--- src/rtl/tangent_cody_waite_defines.svh ---
// Assertion macros shared by the tangent block.
`ifndef TANGENT_CODY_WAITE_DEFINES_SVH
`define TANGENT_CODY_WAITE_DEFINES_SVH

// Check a property on every clock edge outside reset.
`define TCW_ASSERT(lbl, prop, msg) \
	lbl: assert property (@(posedge clk) disable iff (!arst_n) prop) else $error(msg);

// Check that a condition never holds outside reset.
`define TCW_ASSERT_NEVER(lbl, cond, msg) \
	lbl: assert property (@(posedge clk) disable iff (!arst_n) !(cond)) else $error(msg);

`endif

--- src/rtl/tcw_pkg.sv ---
// Shared types, constants and coefficient helpers for the tangent block.
package tcw_pkg;

	localparam int ANGLE_FRAC_BITS  = 24;
	localparam int RESULT_FRAC_BITS = 32;
	localparam int WORK_FRAC        = 56;
	localparam int ANGLE_W          = 32;
	localparam int TAN_W            = 48;

	// Reduction helpers
	localparam int N_W  = 64 - ANGLE_FRAC_BITS - 32;
	localparam int D1_W = ANGLE_W + 2;
	localparam logic [31:0] RECIP_2PI = 32'hA2F9836E;
	localparam logic [63:0] N_ROUND   = 64'd1 << (ANGLE_FRAC_BITS + 31);
	localparam logic [63:0] C1_NUM    = 64'd3217;
	localparam int C1_SHIFT           = ANGLE_FRAC_BITS - 11;

	// Divider geometry
	localparam int OVF_SHIFT = TAN_W - 1 - RESULT_FRAC_BITS;

	// Pipeline depths
	localparam int RED_LAT = 4;
	localparam int MUL_LAT = 4;
	localparam int DIV_LAT = TAN_W + 3;
	localparam int LAT     = RED_LAT + 5 * MUL_LAT + DIV_LAT;

	localparam logic [63:0] DEC_SCALE = 64'd1000000000000000000;

	typedef logic signed [63:0] work_t;

	typedef struct packed {
		logic neg;
		logic odd;
		logic tiny;
	} tcw_flags_t;

	typedef struct packed {
		logic [TAN_W-1:0] tangent;
		logic             overflow;
	} out_t;

	// Convert an 18-digit decimal fraction to Q.56, rounded to nearest.
	function automatic logic [63:0] dec_to_q(input logic [63:0] d);
		logic [63:0] r;
		logic [63:0] q;
		int i;
		r = d;
		q = '0;
		for (i = 0; i < WORK_FRAC + 1; i++) begin
			r = r << 1;
			q = q << 1;
			if (r >= DEC_SCALE) begin
				r = r - DEC_SCALE;
				q[0] = 1'b1;
			end
		end
		return (q + 64'd1) >> 1;
	endfunction

	localparam logic [63:0] C2Q = dec_to_q(64'd4454455103381);
	localparam work_t ONE  = work_t'(64'd1 << WORK_FRAC);
	localparam work_t TINY = work_t'(64'd1 << (WORK_FRAC - 52));
	localparam work_t ZERO = work_t'(64'd0);
	localparam work_t P1 = work_t'(64'd0 - dec_to_q(64'd128283470409574385));
	localparam work_t P2 = work_t'(dec_to_q(64'd2805918241169989));
	localparam work_t P3 = work_t'(64'd0 - dec_to_q(64'd7483634966612));
	localparam work_t Q1 = work_t'(64'd0 - dec_to_q(64'd461616803742904884));
	localparam work_t Q2 = work_t'(dec_to_q(64'd23344852822068728));
	localparam work_t Q3 = work_t'(64'd0 - dec_to_q(64'd208448044220387));

	localparam logic [TAN_W-1:0] POS_LIM = {1'b0, {(TAN_W-1){1'b1}}};
	localparam logic [TAN_W-1:0] NEG_LIM = {1'b1, {(TAN_W-1){1'b0}}};

endpackage

--- src/rtl/tcw_reduce.sv ---
// Cody-Waite reduction of the angle magnitude by the nearest multiple of pi/2.
module tcw_reduce (
	input  logic                       clk,
	input  logic                       en,
	input  logic [tcw_pkg::ANGLE_W-1:0] angle,
	output tcw_pkg::work_t             f,
	output tcw_pkg::tcw_flags_t        flags
);
	import tcw_pkg::*;

	logic [ANGLE_W-1:0] y_s1, y_s2;
	logic               neg_s1, neg_s2, neg_s3;
	logic [N_W-1:0]     n_s2;
	logic [D1_W-1:0]    d1_s3;
	logic [63:0]        m2_s3;
	logic               odd_s3;
	work_t              f_s4;
	tcw_flags_t         flags_s4;

	logic [63:0] prod;
	logic [63:0] c1_sub;
	logic [63:0] d1_full;
	work_t       f_n;

	assign prod    = {32'd0, y_s1} * {32'd0, RECIP_2PI} + N_ROUND;
	assign c1_sub  = ({{(64-N_W){1'b0}}, n_s2} * C1_NUM) << C1_SHIFT;
	assign d1_full = {{(64-ANGLE_W){1'b0}}, y_s2} - c1_sub;
	assign f_n     = (work_t'($signed(d1_s3)) <<< (WORK_FRAC - ANGLE_FRAC_BITS))
		+ $signed(m2_s3);

	// Take magnitude, estimate quadrant count, subtract N*C1, add N*|C2|
	always_ff @(posedge clk) begin
		if (en) begin
			neg_s1 <= angle[ANGLE_W-1];
			y_s1   <= angle[ANGLE_W-1] ? (ANGLE_W'(0) - angle) : angle;
			neg_s2 <= neg_s1;
			y_s2   <= y_s1;
			n_s2   <= prod[63:64-N_W];
			neg_s3 <= neg_s2;
			odd_s3 <= n_s2[0];
			d1_s3  <= d1_full[D1_W-1:0];
			m2_s3  <= {{(64-N_W){1'b0}}, n_s2} * C2Q;
			f_s4          <= f_n;
			flags_s4.neg  <= neg_s3;
			flags_s4.odd  <= odd_s3;
			flags_s4.tiny <= (f_n > -TINY) && (f_n < TINY);
		end
	end

	assign f     = f_s4;
	assign flags = flags_s4;

endmodule

--- config.mk ---
export PLATFORM = sky130hd
export DESIGN_NAME = tcw_reduce
export DESIGN_NICKNAME = d
export VERILOG_FILES = /design/src/rtl/tangent_cody_waite_defines.svh /design/src/rtl/tcw_pkg.sv /design/src/rtl/tcw_reduce.sv
export SDC_FILE = /design/constraint.sdc
export NUM_CORES = 2
export LEC_CHECK = 0
export BUFFER_PORTS_ARGS = -buffer_cell sky130_fd_sc_hd__buf_2
export CAP_MARGIN = 20
export CORE_ASPECT_RATIO = 1.4
export CORE_MARGIN = 1
export CORE_UTILIZATION = 42
export DETAILED_ROUTE_END_ITERATION = 8
export PLACE_DENSITY = 0.62
export SETUP_SLACK_MARGIN = 0.15
export SLEW_MARGIN = 15
export SYNTH_ARGS = -nofsm -noshare
export SYNTH_HDL_FRONTEND = slang
export SYNTH_SLANG_ARGS = --single-unit
--- constraint.sdc ---
create_clock -name clk -period 9.85 [get_ports clk]
set_input_delay 0.4925 -clock clk [delete_from_list [all_inputs] [get_ports clk]]
set_output_delay 0.4925 -clock clk [all_outputs]
set_load 0.02 [all_outputs]
==> summary.txt <==
Status
  • Status: finished clean

Setup path
  • CP max stage delay: 0.60 ns
  • Critical path required time: 10.13 ns
  • CP Launch Point: y_s1[11]
  • CP max FO: 7
  • Cell mode on critical path: fa_1
  • Worst endpoint data arrival time: 9.10 ns
  • Crit path kind: flop to flop
  • RR Startpoint: y_s1[11]
  • Reg2reg path depth: 29
  • Setup crit end kind: flop
  • R2R Path End: n_s2[7]
  • CP Launch Type: flop
  • Slowest cell on crit path: edfxtp_1
  • Flop-to-flop setup slack: 1.03 ns

Routing
  • Pre-Repair DR Iteration Count: 5
  • Drt total wl: 79470 um
  • Via Count: 19980
  • Routed Antenna Nets: 0
  • Avg Vias per Cell: 5.076
  • 1st-iter DRT viols: 848
  • Wirelength per Cell: 20.20 um
  • DRC Markers: 0

Timing
  • Final Skew: 0.01704 ns
  • Worst Max-Slew Pin Slew: 1.036 ns
  • Setup Viol. Count Final: 0
  • Final period utilization: 89.54%
  • Max-slew violations: 0
  • Fin crit period: 8.819 ns
  • Setup_tns: 0 ns
  • RSZ-0062 raised after global routing: false
  • Worst slew margin: 30.18%
  • Hold Vio Cnt, Final: 0
  • Fmax: 113.4 MHz

Floorplan
  • Placement Rows: 118
  • DIE HEIGHT: 325.8 um
  • Core footprint: 73970 um2
  • Die Span X: 233.3 um
  • Initial core utilization: 42.52%
  • Die ar.: 75990 um2
  • Top Ports: 101

Yosys
  • Top post-synthesis cells by area: fa_1 (33%), ha_1 (21%), edfxtp_1 (21%)
  • Yosys cell types: 77
  • Proportion of synthesized area in mux cells: 0.06366%
  • Number of synthesized flops with an enable pin: 216
  • Top post-synthesis cells by count: inv_1 (782), ha_1 (527), fa_1 (515), edfxtp_1 (216), xnor2_1 (100)
  • Synthesized instance count: 2826
  • Synth warnings: 0
  • Fraction of registers with async set/reset: 0%
  • Syn Area/Cell: 11.13 um2
  • Dominant cell type by area after synthesis: fa_1
  • Count leader, synth: inv_1
  • Largest family of logic cells by synthesized area: adder cells
  • Post-Synth XOR/XNOR Area: 3.620%
  • Post-Syn Area: 31450 um2
  • Simple-gate share of the synthesized area: 5.431%
  • Area share of the largest cell type after synthesis: 32.78%
  • Adder-cell share of the synthesized area: 53.75%
  • Sequential fraction of the synthesis area: 20.62%
  • Compound-gate portion of the synthesized area: 6.998%
  • Synthesized flop and latch total: 216
  • Ys flop type: edfxtp_1

Worst hold path
  • Hold EP: y_s1[0]
  • Hold Crit Start: angle[0]
  • WHS Path Cells: 1
  • Worst min-delay path class: input pin to flop

Global route
  • Vias in the first global route: 22200
  • GRT Util Overall: 21.99%
  • Antenna violations before repair: 3
  • First-pass GRT wire length: 125100 um
  • Pin count of the biggest net entering global routing: 98
  • GR Overflow Total: 0

Flow run
  • Number of max-cap violations: 0

Clock tree
  • H-tree depth: 1
  • Root buffer cell: clkbuf_16
  • TritonCTS Buffers: 23
  • Clock Path Buffers: 3
  • Post-cts resize count: 0
  • Clock-pin slew of the registers on the worst-case setup and hold paths: 0.07 ns
  • Worst skew pair latency: 0.55 ns
  • # clock sinks: 216
  • CTS tree: done
  • Post-CTS Setup Inserts: 0
  • CTS Hold Bufs: 0

Cells and area
  • FILL cells: 6867
  • Layout area overhead: 8.279%
  • Net count, final: 4034
  • Layout cell share with drive strength beyond 1: 6.490%

Placed design
  • Gpl congestion: 0.9522
  • DP HPWL: 70440 um
  • Port Buffer Count: 98
## layout make-up
type / count / area, um2 / area share, %
timing repair buffer: 115 / 628.1 / 1.844
clock buffer: 24 / 579.3 / 1.701
antenna: 1 / 2.502 / 0.007349
sequential: 216 / 6486 / 19.05
multi-input combinational: 1819 / 21980 / 64.54
clock inverter: 17 / 237.7 / 0.6981
tap: 960 / 1201 / 3.527
inverter: 783 / 2939 / 8.631
## cells in the final DEF, fill, tap and decap left out, types with 52 or more instances in the layout
cell type,count
nand2_1,58
nor2_1,78
xnor2_1,100
edfxtp_1,216
a21oi_1,80
buf_2,97
a21o_1,59
o21ai_0,52
inv_1,782
ha_1,527
fa_1,515
## per-layer routing
metal | GRT usage (%) | up-vias | wire length [um]
li1 | - | 9402 | -
met1 | 24.35 | 10010 | 29480
met2 | 41.63 | 400 | 43230
met3 | 1.821 | 157 | 2320
met4 | 10.53 | 4 | 4407
met5 | 0 | - | 22
## stage by stage
stage	instances	instance area [um2]	hold slack [ns]	util (%)	setup WS [ns]
floorplan	2827	31450	0.4003	-	1.980
global placement	3893	33230	0.4023	44.93	1.254
detailed placement	3893	33230	0.4065	44.93	1.111
CTS	3934	34050	0.1629	46.03	1.066
global route	3935	34050	0.1675	46.04	0.5455
finish	3935	34050	0.1796	46.04	1.031
## state kept, by name, indices dropped and copies added, names as in the netlist
signal / cells
d1_s3: 32
f: 62
flags: 2
m2_s3: 45
n_s2: 8
neg_s1: 1
neg_s2: 1
neg_s3: 1
y_s1: 32
y_s2: 32
## worst max-delay path: cells and delay by family, from the launching register on
kind                       cells  cell delay [ns]
buffers and inverters          5             0.49
xor gates and xnor gates       2             0.43
and+or+nand+nor                8             1.31
DFF                            1             0.60
AOI/OAI and AO/OA              3             0.86
muxes                          1             0.16
adders and majority gates     10             4.70
## worst max-delay path by stage
stage	endpoint	cells past startpoint
floorplan	n_s2[7]	29
global placement	n_s2[7]	29
detailed placement	n_s2[7]	29
CTS	n_s2[7]	29
global route	n_s2[7]	29
finish	n_s2[7]	29
## logic make-up after synthesis
| family | after synthesis |
|---|---|
| fa+ha+maj | 1042 |
| buf+inv | 792 |
| compound gates | 324 |
| simple gates | 319 |
| flops | 216 |
| xor+xnor | 130 |
| mux | 2 |
| other cells | 1 |
Power is not shown: default switching activity piles up to over one toggle a cycle in this logic, so the estimate is an artifact.
